### config.mk
export PLATFORM = sky130hd
export DESIGN_NAME = y2r_luma_lane
export DESIGN_NICKNAME = d
export VERILOG_FILES = /design/src/rtl/y2r_pkg.sv /design/src/rtl/y2r_luma_lane.sv
export SDC_FILE = /design/constraint.sdc
export NUM_CORES = 1
export LEC_CHECK = 0
export BUFFER_PORTS_ARGS = -buffer_cell sky130_fd_sc_hd__buf_2
export CORE_MARGIN = 3
export CORE_UTILIZATION = 65
export DETAILED_ROUTE_END_ITERATION = 12
export PLACE_DENSITY = 0.84
export REMOVE_ABC_BUFFERS = 1
export SLEW_MARGIN = 15
export SYNTH_ARGS = -nofsm -noshare
export SYNTH_HDL_FRONTEND = slang
export SYNTH_SLANG_ARGS = --single-unit
### constraint.sdc
create_clock -name clk -period 12.9 [get_ports clk]
set_input_delay 1.29 -clock clk [delete_from_list [all_inputs] [get_ports clk]]
set_output_delay 1.29 -clock clk [all_outputs]
set_load 0.005 [all_outputs]
### src/rtl/y2r_pkg.sv
`timescale 1ns / 1ps
// ----------------------------------------------------------------------------
// y2r_pkg
// Shared constants, coefficient table and pipeline types for the YUV 4:2:0
// quad to RGB565 converter.
// ----------------------------------------------------------------------------
package y2r_pkg;

  // Fixed-point constants of the conversion
  localparam int unsigned CHROMA_DIV  = 76309;
  localparam int unsigned CHROMA_HALF = CHROMA_DIV / 2;
  localparam int unsigned LUMA_GAIN   = 76309;
  localparam int unsigned LUMA_ROUND  = 32768;

  // Reciprocal of the chroma divisor, scaled by 2^RECIP_SHIFT (floor)
  localparam int unsigned RECIP_SHIFT = 40;
  localparam logic [23:0] RECIP = 24'((64'd1 << RECIP_SHIFT) / CHROMA_DIV);

  localparam logic [2:0] MATRIX_RESET = 3'd6;

  // Coefficient columns
  typedef enum logic [1:0] {
    COL_RV = 2'd0,
    COL_BU = 2'd1,
    COL_GU = 2'd2,
    COL_GV = 2'd3
  } coef_col_t;

  // Colour matrix rows: red from V, blue from U, green from U, green from V
  localparam logic [17:0] COEF_TAB [8][4] = '{
    '{18'd117504, 18'd138453, 18'd13954, 18'd34903},
    '{18'd117504, 18'd138453, 18'd13954, 18'd34903},
    '{18'd104597, 18'd132201, 18'd25675, 18'd53279},
    '{18'd104597, 18'd132201, 18'd25675, 18'd53279},
    '{18'd104448, 18'd132798, 18'd24759, 18'd53109},
    '{18'd104597, 18'd132201, 18'd25675, 18'd53279},
    '{18'd104597, 18'd132201, 18'd25675, 18'd53279},
    '{18'd117579, 18'd136230, 18'd16907, 18'd35559}
  };

  function automatic logic [17:0] coef_of(input logic [2:0] sel, input coef_col_t col);
    return COEF_TAB[sel][col];
  endfunction

  // Signed chroma offset, magnitude at most 232
  typedef logic signed [8:0] chroma_off_t;

  // Stage load enables
  typedef struct packed {
    logic a;
    logic b;
    logic c;
  } chroma_en_t;

  typedef struct packed {
    logic d;
    logic e;
  } luma_en_t;

endpackage

### src/rtl/y2r_luma_lane.sv
`timescale 1ns / 1ps
// ----------------------------------------------------------------------------
// y2r_luma_lane
// One pixel of the quad: adds chroma offsets to luma, scales to 8-bit levels
// with clamping and packs the RGB565 word.
// ----------------------------------------------------------------------------
module y2r_luma_lane (
  input  logic                 clk,
  input  y2r_pkg::luma_en_t    en,
  input  logic [7:0]           y,
  input  y2r_pkg::chroma_off_t r_off,
  input  y2r_pkg::chroma_off_t gu_off,
  input  y2r_pkg::chroma_off_t gv_off,
  input  y2r_pkg::chroma_off_t b_off,
  output logic [15:0]          pixel
);
  import y2r_pkg::*;

  // 76309*(t-16)+32768 as a signed value
  function automatic logic signed [28:0] scaled(input logic signed [10:0] t);
    logic signed [10:0] w;
    logic signed [28:0] g29;
    logic signed [28:0] w29;
    w   = t - 11'sd16;
    g29 = 29'(LUMA_GAIN);
    w29 = 29'(w);
    return g29 * w29 + 29'(LUMA_ROUND);
  endfunction

  // Arithmetic shift by 16, clamped to 0..255
  function automatic logic [7:0] level(input logic signed [28:0] p);
    logic [7:0] lv;
    if (p[28]) begin
      lv = 8'd0;
    end else if (p[27:24] != 4'd0) begin
      lv = 8'd255;
    end else begin
      lv = p[23:16];
    end
    return lv;
  endfunction

  logic signed [10:0] y_s;
  logic signed [10:0] t_r;
  logic signed [10:0] t_g;
  logic signed [10:0] t_b;
  logic signed [28:0] p_r_r, p_g_r, p_b_r;
  logic [7:0]         lv_r, lv_g, lv_b;
  logic [15:0]        pixel_nxt;
  logic [15:0]        pixel_r;

  // Stage D: channel indices and scaling products
  always_comb begin
    y_s = $signed({3'b000, y});
    t_r = y_s + $signed({{2{r_off[8]}}, r_off});
    t_g = y_s + $signed({{2{gu_off[8]}}, gu_off}) + $signed({{2{gv_off[8]}}, gv_off});
    t_b = y_s + $signed({{2{b_off[8]}}, b_off});
  end

  always_ff @(posedge clk) begin
    if (en.d) begin
      p_r_r <= scaled(t_r);
      p_g_r <= scaled(t_g);
      p_b_r <= scaled(t_b);
    end
  end

  // Stage E: clamp and pack 5:6:5
  always_comb begin
    lv_r      = level(p_r_r);
    lv_g      = level(p_g_r);
    lv_b      = level(p_b_r);
    pixel_nxt = {lv_r[7:3], lv_g[7:2], lv_b[7:3]};
  end

  always_ff @(posedge clk) begin
    if (en.e) begin
      pixel_r <= pixel_nxt;
    end
  end

  assign pixel = pixel_r;

endmodule

* Word level (Yosys, flattened, before mapping) *
Index checks and enable logic that the tools add are counted.
Widths: inputs -> output; s select.

storage, ports and cells
  input port bits = 47
  output and inout bits = 16
  register bits after elaboration = 103

cells by class
  multipliers = 3
  mux-type cells = 3
  reduce and logical (&&, ||, !) cells = 3
  add/sub/neg operators = 10

operators with widths
  cell                    count
  $add 29x16->29 const B  3
  $mul 18x11->29 const A  3
  $add 9x9->10            3
  $mux 8                  3
  $sub 10x6->11 const B   2
  $reduce_bool 4->1       3
  $add 10x9->11           1
  $sub 11x6->11 const B   1

* Logic depth before layout (Yosys ltp) *
  depth in word-level cells = 5
  mapped depth = 28
  depth with buffers taken out = 28

* Worst setup path after synthesis *
Ideal clock, no wire load.

  path kind = input -> register
  start = input port y[2]
  end = register p_g_r[26] (data pin)
  stages on the path = 27
  setup slack = 4.931 ns
  arrival time = 7.702 ns
  path buffers = 0
  data required time = 12.633 ns
  cell sequence = inv_1 > fa_1 > inv_1 > ha_1 > ha_1 > fa_1 > a21o_1 > a21oi_1 > o21bai_1 > a21oi_1 > o21ai_0 > xor2_1 > ha_1 > ha_1 > inv_1 > fa_1 > fa_1 > inv_1 > fa_1 > ha_1 > nand4_1 > nor2_1 > o2111ai_1 > a2111o_1 > a211oi_1 > or2_1 > o211ai_1

on the way
  longest elaborated chain between the ends = 5

RTL lines
  item                  RTL line             source
  from (decl)           y2r_luma_lane.sv:10  input logic [7:0] y,
  $add 9x9->10          y2r_luma_lane.sv:56  t_g = y_s + $signed({{2{gu_off[8]}}, gu_off}) + $signed({{2{gv_off[8]}}, gv_off});
  $add 10x9->11         y2r_luma_lane.sv:56
  $sub 11x6->11         y2r_luma_lane.sv:24  w = t - 11'sd16;
  $mul 18x11->29        y2r_luma_lane.sv:27  return g29 * w29 + 29'(LUMA_ROUND);
  $add 29x16->29        y2r_luma_lane.sv:27
  to (signal assigned)  y2r_luma_lane.sv:63  p_g_r <= scaled(t_g);
  to (decl)             y2r_luma_lane.sv:47  logic signed [28:0] p_r_r, p_g_r, p_b_r;

No other way between the ends.
A chain may end at the register's enable or synchronous reset.

* Worst setup path in the final report *
Same ends and word-level chain as after synthesis.

==> impl_results.rst <==
.. list-table::
   :header-rows: 1

   * - Metric
     - Value
   * - Final count of hold timing violations
     - 0
   * - Largest buffer count on any clock path
     - 2
   * - Critical path launch point
     - y[2]
   * - End-of-flow core utilization
     - 0.718
   * - Sum of overflow across all layers after global routing
     - 0
   * - Most numerous cell in the Yosys netlist
     - ha_1
   * - Sinks on the clock net
     - 47
   * - Pre-antenna DRT Iters
     - 5
   * - GP Congestion
     - 0.965
   * - Biggest area contributors in the synthesized netlist
     - ha_1 36%, fa_1 19%, edfxtp_1 14%, inv_1 10%, a21oi_1 2.8%
   * - Final HPWL from detailed placement
     - about 19 mm
   * - Sequential cell area fraction in the yosys report
     - 0.137
   * - Die height
     - 132 um
   * - Final worst clock skew
     - about 0.0049 ns
   * - DRT iter0 DRCs
     - 440
   * - Cell type contributing the most total cell area after synthesis
     - ha_1
   * - Most frequent cells after synthesis
     - 299 x ha_1, 283 x inv_1, 98 x fa_1
   * - Largest net degree at the start of global routing
     - 32
   * - Worst setup timing slack at the placement stage
     - ~4.2 ns
   * - Number of hold buffers added after CTS
     - 0
   * - Worst Setup Path Type
     - input pin to flip-flop
   * - Worst reg2reg path startpoint
     - p_b_r[25]
   * - Minimum setup slack in the final design
     - 4.43 ns
   * - EDFF count, synth
     - 47
   * - Final cell count without fillers
     - between 1k and 1.5k
   * - Period utilization
     - 0.657
   * - Clock Tree Root
     - clkbuf_16
   * - Global-route total usage across every layer
     - 0.249
   * - Post-synthesis register bit count
     - 47
   * - Total clock buffers created by CTS
     - 5
   * - Initial core utilization
     - 0.671
   * - Post-CTS setup buffers
     - 0
   * - Global-route wire length before repair
     - 35.3 mm
   * - Async set or reset register ratio after synthesis
     - 0
   * - Final count of negative-setup-slack endpoints
     - 0
   * - Min Clock Period, post-route
     - ~8.5 ns
   * - Width of the chip
     - 132 um
   * - Critical Path Sink Type
     - flip-flop
   * - Max Transition Viols Final
     - 0
   * - Filler cell count in the final layout
     - approximately 1.1k
   * - Routed wire length per instance
     - 15.6 um
   * - Clock latency on the worst-skew pair
     - ~0.29 ns
   * - Via density per instance
     - ~5.6
   * - Number of placed instances with taps included
     - 1344
   * - Synth warn
     - 0
   * - Required arrival time at the worst endpoint
     - 12.93 ns
   * - # IOs
     - 63
   * - Area added between synthesis and finish
     - 7.15%
   * - Post-synthesis instance area
     - 10300 sq um
   * - Highest net fanout along the worst path
     - 5
   * - Overall via count from detail_route
     - 7514
   * - Actual transition at the worst max-transition pin
     - 0.725 ns
   * - Synth Area per Inst
     - 9.56 sq um
   * - Site Rows
     - 45
   * - Count of input and output buffers
     - 62
   * - Max capacitance violation total
     - 0
   * - Number of antenna repair diodes
     - 0
   * - Flip-flop cell with the highest count after synthesis
     - edfxtp_1
   * - Worst min-delay path category
     - flip-flop to flip-flop
   * - TNS Setup
     - 0 ns
   * - Clock tree from TritonCTS
     - built
   * - PostCTS Resize Cnt
     - 0
   * - Clock-pin slew on the worst setup and hold paths
     - 0.06 ns
   * - Critical path startpoint category
     - input pin
   * - Unrepaired setup endpoints after global routing
     - no
   * - Number of antenna violations at the first check in global routing
     - 0
   * - Via count of the first global-routing pass
     - approximately 7.6k
   * - Worst relative slew slack
     - 0.513
   * - Total wire length
     - 21.1 mm
   * - Achievable clock frequency
     - 0.118 GHz
   * - Library cells used by synthesis
     - 47
   * - # DRC
     - 0
   * - Post-Synthesis Cells
     - 1074
   * - Area of the core
     - 15300 sq um
   * - Sequential cell area
     - 1410 sq um
   * - Area share of the largest cell type after synthesis
     - 0.364
   * - Worst Path Arrival
     - ~8.5 ns
   * - Beginning of the worst hold path
     - p_r_r[23]
   * - Final nets
     - 1584
   * - Die Outline Area
     - 17300 sq um
   * - Residual antenna-violating net count after detailed routing
     - 0
   * - Multi-input gate area in the final layout
     - 7780 sq um
   * - Fraction of layout instances using a drive strength above 1
     - 0.0657
   * - Count of H-tree levels built during CTS
     - 2
   * - Result of the run
     - completed
==> kinds of logic after synthesis <==
kind of cell | synth area share
adder cells (fa/ha/maj) | 0.555
buffers and inverters | 0.105
AO/OA/AOI/OAI | 0.108
AND/OR/NAND/NOR | 0.0575
flip-flops | 0.137
XOR/XNOR | 0.0367
==> cell type report <==
type | instances | share of cell area
flip-flops and latches | 47 | 0.128
repair buffers | 62 | 0.0282
clock inverters | 3 | 0.00421
clock buffers | 5 | 0.0114
multi-input cells | 741 | 0.707
inverters | 283 | 0.0965
well taps | 211 | 0.0240
==> state kept, by name (all words and copies together), names as in the netlist <==
name   flops
pixel     16
p_g_r     11
p_b_r     10
p_r_r     10
==> per-layer routing <==
layer	wire, um	up-vias	track usage	share of wire
met5	0	-	0	0
met4	542	0	0.0560	0.026
met3	995	35	0.0398	0.047
met2	10400	176	0.436	0.49
met1	9180	3578	0.326	0.43
li1	-	3725	-	-
==> worst paths after layout <==
check	to	slack, ns	depth (start not counted)
max reg2reg	pixel[4]	11.42	3
min	pixel[15]	0.54	2
min reg2reg	pixel[15]	0.54	2
max	p_g_r[26]	4.43	28
==> critical path, stage by stage <==
cell	delay [ns]
buf_2	0.11
inv_1	0.06
fa_1	0.53
inv_1	0.04
ha_1	0.28
ha_1	0.23
fa_1	0.47
a21o_1	0.17
a21oi_1	0.20
o21bai_1	0.09
a21oi_1	0.34
o21ai_0	0.19
xor2_1	0.38
ha_1	0.40
ha_1	0.36
inv_1	0.06
fa_1	0.40
fa_1	0.55
inv_1	0.05
fa_1	0.45
ha_1	0.32
nand4_1	0.12
nor2_1	0.12
o2111ai_1	0.15
a2111o_1	0.52
a211oi_1	0.35
or2_1	0.18
o211ai_1	0.10
==> metrics by stage <==
step                hold WS [ns]  area [sq um]
floorplan                  0.513         10300
global placement           0.525         10800
detailed placement         0.529         10800
CTS                        0.548         11000
global route               0.580         11000
finish                     0.544         11000
==> cell usage in the layout (no fill, tap or decap), types with 4 or more instances in the layout <==
cell and count:
edfxtp_1 47, xor2_1 15, o211ai_1 6, nand4_1 5, o21a_1 7, a31oi_1 4
nand2_1 30, a21oi_1 58, a211oi_1 6, clkbuf_16 5, nand3_1 13, o2111ai_1 4
o21ai_1 4, inv_1 283, ha_1 299, a21o_1 26, xnor2_1 28, o21ai_0 18
o21bai_1 11, nor2_1 61, nor3_1 4, buf_2 62, fa_1 98
Power is not shown: default switching activity piles up to over one toggle a cycle in this logic, so the estimate is an artifact.
