File: src/rtl/y2r_pkg.sv
`timescale 1ns / 1ps
// ----------------------------------------------------------------------------
// y2r_pkg
// Shared constants, coefficient table and pipeline types for the YUV 4:2:0
// quad to RGB565 converter.
// ----------------------------------------------------------------------------
package y2r_pkg;

  // Fixed-point constants of the conversion
  localparam int unsigned CHROMA_DIV  = 76309;
  localparam int unsigned CHROMA_HALF = CHROMA_DIV / 2;
  localparam int unsigned LUMA_GAIN   = 76309;
  localparam int unsigned LUMA_ROUND  = 32768;

  // Reciprocal of the chroma divisor, scaled by 2^RECIP_SHIFT (floor)
  localparam int unsigned RECIP_SHIFT = 40;
  localparam logic [23:0] RECIP = 24'((64'd1 << RECIP_SHIFT) / CHROMA_DIV);

  localparam logic [2:0] MATRIX_RESET = 3'd6;

  // Coefficient columns
  typedef enum logic [1:0] {
    COL_RV = 2'd0,
    COL_BU = 2'd1,
    COL_GU = 2'd2,
    COL_GV = 2'd3
  } coef_col_t;

  // Colour matrix rows: red from V, blue from U, green from U, green from V
  localparam logic [17:0] COEF_TAB [8][4] = '{
    '{18'd117504, 18'd138453, 18'd13954, 18'd34903},
    '{18'd117504, 18'd138453, 18'd13954, 18'd34903},
    '{18'd104597, 18'd132201, 18'd25675, 18'd53279},
    '{18'd104597, 18'd132201, 18'd25675, 18'd53279},
    '{18'd104448, 18'd132798, 18'd24759, 18'd53109},
    '{18'd104597, 18'd132201, 18'd25675, 18'd53279},
    '{18'd104597, 18'd132201, 18'd25675, 18'd53279},
    '{18'd117579, 18'd136230, 18'd16907, 18'd35559}
  };

  function automatic logic [17:0] coef_of(input logic [2:0] sel, input coef_col_t col);
    return COEF_TAB[sel][col];
  endfunction

  // Signed chroma offset, magnitude at most 232
  typedef logic signed [8:0] chroma_off_t;

  // Stage load enables
  typedef struct packed {
    logic a;
    logic b;
    logic c;
  } chroma_en_t;

  typedef struct packed {
    logic d;
    logic e;
  } luma_en_t;

endpackage

File: src/rtl/y2r_chroma_lane.sv
`timescale 1ns / 1ps
// ----------------------------------------------------------------------------
// y2r_chroma_lane
// One chroma offset: +/-coef*(c-128)/76309, rounded half away from zero.
// Three stages: product, reciprocal multiply, remainder correction and sign.
// ----------------------------------------------------------------------------
module y2r_chroma_lane (
  input  logic                 clk,
  input  y2r_pkg::chroma_en_t  en,
  input  logic [7:0]           sample,
  input  logic [17:0]          coef,
  input  logic                 negate,
  output y2r_pkg::chroma_off_t offset
);
  import y2r_pkg::*;

  logic [7:0]  mag;
  logic        neg_nxt;
  logic [25:0] num_nxt;
  logic [25:0] num_a_r;
  logic        neg_a_r;

  logic [25:0] n_nxt;
  logic [49:0] prod_nxt;
  logic [25:0] n_b_r;
  logic [49:0] prod_b_r;
  logic        neg_b_r;

  logic [7:0]  q_est;
  logic [25:0] q_back;
  logic [25:0] rem;
  logic [8:0]  q;
  chroma_off_t off_nxt;
  chroma_off_t off_c_r;

  // Stage A: magnitude of the centred sample times the coefficient
  always_comb begin
    if (sample[7]) begin
      mag = sample - 8'd128;
    end else begin
      mag = 8'd128 - sample;
    end
    neg_nxt = (~sample[7]) ^ negate;
    num_nxt = {8'd0, coef} * {18'd0, mag};
  end

  always_ff @(posedge clk) begin
    if (en.a) begin
      num_a_r <= num_nxt;
      neg_a_r <= neg_nxt;
    end
  end

  // Stage B: add half divisor, multiply by the scaled reciprocal
  assign n_nxt    = num_a_r + 26'(CHROMA_HALF);
  assign prod_nxt = {24'd0, n_nxt} * {26'd0, RECIP};

  always_ff @(posedge clk) begin
    if (en.b) begin
      n_b_r    <= n_nxt;
      prod_b_r <= prod_nxt;
      neg_b_r  <= neg_a_r;
    end
  end

  // Stage C: estimate is exact or one short; fix with the remainder
  always_comb begin
    q_est   = prod_b_r[RECIP_SHIFT +: 8];
    q_back  = {18'd0, q_est} * 26'(CHROMA_DIV);
    rem     = n_b_r - q_back;
    q       = {1'b0, q_est} + {8'd0, (rem >= 26'(CHROMA_DIV))};
    off_nxt = neg_b_r ? -$signed(q) : $signed(q);
  end

  always_ff @(posedge clk) begin
    if (en.c) begin
      off_c_r <= off_nxt;
    end
  end

  assign offset = off_c_r;

endmodule

File: config.mk
export PLATFORM = sky130hd
export DESIGN_NAME = y2r_chroma_lane
export DESIGN_NICKNAME = d
export VERILOG_FILES = /design/src/rtl/y2r_pkg.sv /design/src/rtl/y2r_chroma_lane.sv
export SDC_FILE = /design/constraint.sdc
export NUM_CORES = 1
export LEC_CHECK = 0
export BUFFER_PORTS_ARGS = -buffer_cell sky130_fd_sc_hd__buf_2
export CAP_MARGIN = 40
export CORE_ASPECT_RATIO = 1.1
export CORE_UTILIZATION = 40
export DETAILED_ROUTE_END_ITERATION = 7
export HOLD_SLACK_MARGIN = 0.15
export PLACE_DENSITY_LB_ADDON = 0.1
export SYNTH_ARGS = -nofsm -noshare
export SYNTH_HDL_FRONTEND = slang
export SYNTH_SLANG_ARGS = --single-unit
File: constraint.sdc
create_clock -name clk -period 10.3 [get_ports clk]
set_input_delay 1.03 -clock clk [delete_from_list [all_inputs] [get_ports clk]]
set_output_delay 1.03 -clock clk [all_outputs]
set_load 0.05 [all_outputs]
# After elaboration in Yosys (flattened, before gate mapping)
# Index checks and enable logic that the tools add are counted.
classes:
  add_sub_neg: 6
  mul: 3
  n_div: 0
  magnitude_cmp: 1
  eq_ne: 0
  shift: 0
  n_mux: 2
  bitwise_logic: 2
  reduce_logical: 0
op_table:
  columns: ["op", "n"]
  rows:
  - ["$mul A26 B24 Y48 const B", 1]
  - ["$add A26 B16 Y26 const B", 1]
  - ["$ge A26 B17 Y1 const B", 1]
  - ["$mul A18 B8 Y26", 1]
  - ["$sub A26 B25 Y26", 1]
  - ["$mul A8 B17 Y25 const B", 1]
  - ["$add A8 B1 Y9", 1]
  - ["$mux W9", 1]
  - ["$neg A9 Y9", 1]
  - ["$mux W8", 1]
  - ["$sub A8 B8 Y8 const A", 1]
  - ["$sub A8 B8 Y8 const B", 1]
  - ["$not A1 Y1", 1]
  - ["$xor A1 B1 Y1", 1]
totals:
  register_bits: 111
  latchBits: 0
  mem_bits_rw: 0
  rom_bits: 0
  in_bits: 31
  output_inout_bits: 9
  elab_cells: 20
  mem_count: 0

# Logic depth before layout (Yosys ltp)
# Gate-level depths: netlist of the first run.
logic_depth:
  depth_word: 6
  ltp_mapped: 31

# Worst setup path before layout of the first run
# Ideal clock, no wire load.
synth_path:
  path_type: "reg2reg"
  start: "reg num_a_r[1]"
  end: "reg prod_b_r[45] (data pin)"
  arrival_time_ps: 7676
  required_time_ps: 10038
  slack_ps: 2362
  stages_incl_launch_ff: 30
  n_path_buf: 0
  cell_sequence: "edfxtp_1 a21oi_2 nor2b_4 o21a_1 o21a_1 or2_1 a31oi_4 nor3b_1 xor2_1 inv_1 fa_1 inv_1 fa_1 inv_1 fa_1 inv_1 fa_1 fa_1 fa_1 ha_1 ha_1 a21o_1 a221o_1 a21o_1 a21o_1 a21oi_1 a31oi_2 a31oi_1 o21bai_1 xor2_1"
synth_via:
  elab_chain_len: 2
synth_rtl:
  columns: ["item", "line", "source"]
  rows:
  - ["start: declaration", "y2r_chroma_lane.sv:20", "logic [25:0] num_a_r;"]
  - ["start signal: assignment", "y2r_chroma_lane.sv:49", "num_a_r <= num_nxt;"]
  - ["$add A26 B16 Y26", "y2r_chroma_lane.sv:55", "assign n_nxt = num_a_r + 26'(CHROMA_HALF);"]
  - ["net n_nxt[20]", "y2r_chroma_lane.sv:23", "logic [25:0] n_nxt;"]
  - ["$mul A26 B24 Y48", "y2r_chroma_lane.sv:56", "assign prod_nxt = {24'd0, n_nxt} * {26'd0, RECIP};"]
  - ["net prod_nxt[45]", "y2r_chroma_lane.sv:24", "logic [49:0] prod_nxt;"]
  - ["end signal: assignment", "y2r_chroma_lane.sv:61", "prod_b_r <= prod_nxt;"]
  - ["end: declaration", "y2r_chroma_lane.sv:26", "logic [49:0] prod_b_r;"]
# The timed path passes the listed nets, and every way through them passes these cells.
# A chain may end at the register's enable or synchronous reset.

# Final worst setup path of the first run
layout_path:
  start: "reg num_a_r[1]"
  end: "reg prod_b_r[47] (data pin)"
# The elaborated chain is that of the path after synthesis.

==> summary.md, run 1 <==
| Metric | Value |
|---|---|
| Crit path arrival time | `9800 ps` |
| Critical path class | `register to register` |
| Dpl hpwl | `49900 um` |
| Layout cells sized above 1 | `0.0438` |
| Die Ht | `247 um` |
| CTS Root Cell | `clkbuf_16` |
| Number of flops mapped to enable cells by yosys | `71` |
| Final wirelength | `55200 um` |
| Buf/Inv on CP | `5` |
| Final setup TNS | `0 ps` |
| Top-area cell type share of the netlist area | `0.406` |
| Max incr delay on CP | `550 ps` |
| Status | `finished, final reports clean` |
| Number of cells on the critical path | `31` |
| Most frequent cell after synthesis | `inv_1` |
| Vias in the first global route | `15700` |
| CP max FO | `7` |
| Fin. max-slew vios | `0` |
| Top Ports | `40` |
| Rows | `89` |
| Num Clock Sinks | `71` |
| Post-DR wirelength/cell | `18.6 um` |
| Hold crit path type | `register to register` |
| MaxCap Viol Count | `0` |
| Final cell count without fillers | `2966` |
| Setup violators final | `0` |
| Syn Inst Count | `2171` |
| DR iter-0 viols | `624` |
| DR vias | `14300` |
| Cell Area, Synth | `21800 um^2` |
| Seq/Total Area, Yosys | `0.0976` |
| Clock tree buffer depth | `2` |
| Area of the multi-input gates | `17200 um^2` |
| Cells after DPL | `2950` |
| Final Hold Fails | `0` |
| Worst-Skew Late Latency | `340 ps` |
| GPL Wtd Cong | `0.926` |
| GRT Total Usage | `0.213` |
| Crit path max-delay family | `adder cells` |
| Largest cells by area after synthesis | `fa_1 (41%), ha_1 (20%), inv_1 (11%)` |
| Commonest cells in the netlist | `inv_1 (661), fa_1 (443), ha_1 (344)` |
| Hold path depth | `0` |
| Setup crit end kind | `register` |
| FF+latch area | `2130 um^2` |
| Final min period | `9710 ps` |
| Core Area | `53800 um^2` |
| Detailed Routing Iterations Pass 1 | `7` |
| Initial cell density of the core | `0.406` |
| Global-route wire length before repair | `89500 um` |
| CTS buffer count | `9` |
| Worst slew pin tran | `916 ps` |
| Number of buffers added on ports | `39` |
| Leading area contributor after synthesis | `fa_1` |
| Rel. slew slack | `0.387` |
| Worst hold slack | `432 ps` |
| CP startpoint kind | `register` |
| Synth Flop Type | `edfxtp_1` |
| Library cells used by synthesis | `66` |
| Number of hold buffers added after CTS | `0` |
| Die Footprint | `55500 um^2` |
| H-tree depth | `3` |
| CTS tree | `done` |
| Synthesis-to-finish area growth | `7.15%` |
| Largest net degree at the start of global routing | `36` |
| Ys async rst share | `0` |
| Highest Clock Rate | `0.103 GHz` |
| FF+latch count, synth | `71` |
| Final core occ | `0.435` |
| WP data required | `10390 ps` |
| Vias per cell | `4.81` |
| Clock Skew | `7.16 ps` |
| Syn_nets | `2989` |
| Clock Pin Slew Worst Setup and Hold Paths | `60 ps` |
| Ys Warns | `0` |
| N_diodes | `0` |
| CP max-delay cell | `fa_1` |
| Initial antenna violation count | `0` |
| # fillers | `5227` |
| Tcrit/Tclk final | `0.943` |
| Syn Area/Cell | `10.1 um^2` |
| Worst Reg-to-Reg Cells | `31` |
| DRC Markers | `0` |
| Die X | `225 um` |
| Fin nets | `3051` |
| RSZ-0062 raised after global routing | `false` |
| Post-route ant nets | `0` |
| GRT Residual Overflow | `0` |
## cell type report
type,count,share of cell area
Clock buffer,10,0.00979
Timing Repair Buffer,65,0.0168
Sequential cell,71,0.0911
Inverter,663,0.106
Tap cell,728,0.0389
Clock inverter,6,0.00257
Multi-Input combinational cell,1423,0.734
## flip-flops by register name, summed over array words and instances, names as in the netlist
name	count
offset	9
neg_a_r	1
prod_b_r	8
n_b_r	26
num_a_r	26
neg_b_r	1
## final timing paths
path	startpoint	end	slack [ps]
max	num_a_r[1]	prod_b_r[47]	590
min reg2reg	neg_a_r	neg_b_r	430
min	neg_a_r	neg_b_r	430
max reg2reg	num_a_r[1]	prod_b_r[47]	590
## logic make-up after synthesis
group / synth area share
compound gates: 0.0607
fa+ha+maj: 0.603
mux: 0.00332
buf+inv: 0.116
flops: 0.0976
xor+xnor: 0.0394
simple gates: 0.0793
## placed cells by master (no fill, tap or decap), types with 3 or more instances in the layout
cell type / instances
a21oi_1: 57
nor2b_1: 56
and4_1: 3
o211ai_1: 4
ha_1: 344
fa_1: 443
nand3_1: 24
a31oi_1: 6
mux2i_1: 5
a221oi_1: 3
nand2_1: 105
o21ai_1: 14
o21ai_0: 23
edfxtp_1: 71
o31ai_1: 6
o221ai_1: 3
nor2_1: 43
o21bai_1: 7
and2_1: 26
buf_4: 25
nand2b_1: 15
or3_1: 7
inv_1: 661
nor3_1: 20
and3_1: 11
xnor2_1: 64
buf_2: 39
xor2_1: 30
nand4_1: 10
o21a_1: 10
clkbuf_16: 9
a21o_1: 26
a211oi_1: 8
o2111ai_1: 5
## per-stage QoR
step | cell area (um^2) | worst slack, ps
2_1_floorplan | 21800 | 2360
4_1_cts | 23400 | 284
3_3_place_gp | 23100 | 440
6_report | 23400 | 591
3_5_place_dp | 23100 | 302
5_1_grt | 23400 | 103
## per-layer routing
metal  GRT usage  share of wire  vias up
met4      0.0342          0.014        0
met3      0.0156          0.016       36
li1            -              -     6786
met1       0.286           0.45     7302
met5           0              0        -
met2       0.383           0.52      135
## worst register-to-register path: cells and delay by family, from the launching register on
kind,cells,cell delay (ps)
compound gates,9,2400
flops,1,500
xor+xnor,2,640
fa+ha+maj,9,3990
simple gates,6,1370
buf+inv,5,550
## what timing repair did
item,in CTS,in global routing
resized for setup,0,1
setup endpoints to repair,0,1
buffers inserted,0,0
Power of run 1 is not shown: default switching activity piles up to over one toggle a cycle in this logic, so the estimate is an artifact.
==> inputs of run 2 (changes only) <==
--- a/config.mk
+++ b/config.mk
@@ -8,7 +8,7 @@
 export BUFFER_PORTS_ARGS = -buffer_cell sky130_fd_sc_hd__buf_2
 export CAP_MARGIN = 40
 export CORE_ASPECT_RATIO = 1.1
-export CORE_UTILIZATION = 40
+export CORE_UTILIZATION = 25
 export DETAILED_ROUTE_END_ITERATION = 7
 export HOLD_SLACK_MARGIN = 0.15
 export PLACE_DENSITY_LB_ADDON = 0.1
==> run 2 against run 1 <==
Clock skew rose by 2.4 ps. Global-route usage decreased by 6.7 points. Sequential cell count did not move. Register-to-register slack improved by 20 ps. Die area increased by 59%. Critical path depth is the same. Worst setup slack improved by 25 ps. Count of clock-buffer cells in the layout up 2. Cell count up 14%. Core utilization is 16 points lower. Critical endpoint unchanged. Largest cell class unchanged.
==> summary.md, run 2 (synthesis gave the netlist of run 1 again) <==
| Metric | Value |
|---|---|
| Tcrit/Tclk final | `0.940` |
| Number of hold buffers added after CTS | `0` |
| Setup violators final | `0` |
| Largest net degree at the start of global routing | `33` |
| Setup crit end kind | `register` |
| Reg2reg setup slack | `620 ps` |
| CTS tree | `done` |
| CTS buffer count | `9` |
| Final min period | `9680 ps` |
| Final setup TNS | `0 ps` |
| Final wirelength | `62700 um` |
| CTS Root Cell | `clkbuf_16` |
| Commonest non-fill, non-tap cell in the layout | `inv_1` |
| Fin nets | `3053` |
| Initial cell density of the core | `0.253` |
| RSZ-0062 raised after global routing | `false` |
| Die Ht | `312 um` |
| Vias per cell | `4.20` |
| Fin. max-slew vios | `0` |
| MaxCap Viol Count | `0` |
| Critical path class | `register to register` |
| Pre-CTS worst setup slack | `492 ps` |
| Worst-Skew Late Latency | `340 ps` |
| Post-route ant nets | `0` |
| Detailed Routing Iterations Pass 1 | `5` |
| Post-CTS setup repair buffer count | `0` |
| DR vias | `14200` |
| Rows | `113` |
| Number of buffers added on ports | `39` |
| CP max FO | `7` |
| DRC Markers | `0` |
| Final cell count without fillers | `3391` |
| H-tree depth | `3` |
| Hold crit path type | `register to register` |
| Cells after DPL | `3374` |
| GPL Wtd Cong | `0.855` |
| Dpl hpwl | `57000 um` |
| DR iter-0 viols | `469` |
| Layout cells sized above 1 | `0.0451` |
| GRT Total Usage | `0.147` |
| Num Clock Sinks | `71` |
| Core Area | `86400 um^2` |
| CP startpoint kind | `register` |
| Clock Pin Slew Worst Setup and Hold Paths | `60 ps` |
| Buf/Inv on CP | `5` |
| CP max-delay cell | `xnor2_1` |
| Clock tree buffer depth | `2` |
| Crit path arrival time | `9770 ps` |
| Post-DR wirelength/cell | `18.5 um` |
| Synthesis-to-finish area growth | `9.86%` |
| Clock Skew | `9.56 ps` |
| Status | `finished, final reports clean` |
| Most frequent cells in the layout | `inv_1 (661), fa_1 (443), ha_1 (344), nand2_1 (105), edfxtp_1 (71)` |
| Rel. slew slack | `0.380` |
| Highest Clock Rate | `0.103 GHz` |
| Die X | `284 um` |
| Post_cts resized | `0` |
| Final setup margin | `616 ps` |
| Design area | `24000 um^2` |
| Crit path max-delay family | `adder cells` |
| Die Footprint | `88500 um^2` |
| GRT Residual Overflow | `0` |
| Global-route wire length before repair | `97900 um` |
| DP Area | `23700 um^2` |
| Worst slew pin tran | `907 ps` |
| WP data required | `10380 ps` |
| Final Hold Fails | `0` |
| Vias in the first global route | `16000` |
| Top Ports | `40` |
| Max incr delay on CP | `560 ps` |
| Initial antenna violation count | `2` |
==> run 2: final timing paths <==
check / from / endpoint / depth (start not counted)
worst max-delay path: num_a_r[1] / prod_b_r[47] / 31
worst min-delay path: neg_a_r / neg_b_r / 0
worst max register to register: num_a_r[1] / prod_b_r[47] / 31
worst min register to register: neg_a_r / neg_b_r / 0
==> run 2: layout make-up <==
cell class                      count  area, um^2
Antenna cell                        1        2.50
Multi-Input combinational cell   1423       17200
Clock buffer                       12         236
Timing Repair Buffer               67         422
Sequential cell                    71        2130
Tap cell                         1150        1440
Inverter                          663        2490
Fill cell                        9161       62400
Clock inverter                      4        70.1
==> run 2: worst reg2reg max path: cells and delay by family, from the launching register on <==
| kind | cells | cell delay, ps |
|---|---|---|
| compound gates | 9 | 2330 |
| xor+xnor | 2 | 670 |
| simple gates | 6 | 1270 |
| fa+ha+maj | 9 | 4070 |
| flops | 1 | 500 |
| buf+inv | 5 | 580 |
==> run 2: stage by stage <==
step                hold slack, ps  utilization
detailed placement             475        0.274
global route                   487        0.278
finish                         468        0.278
CTS                            477        0.278
global placement               487        0.274
floorplan                      400            -
==> run 2: metal layers <==
layer  track usage  up-vias  wire, um
met5             0        -         9
met4        0.0208        2       767
met3       0.00920       28       897
met2         0.267      129     32500
met1         0.194     7263     28500
li1              -     6812         -
Power of run 2 is left out for the same reason.
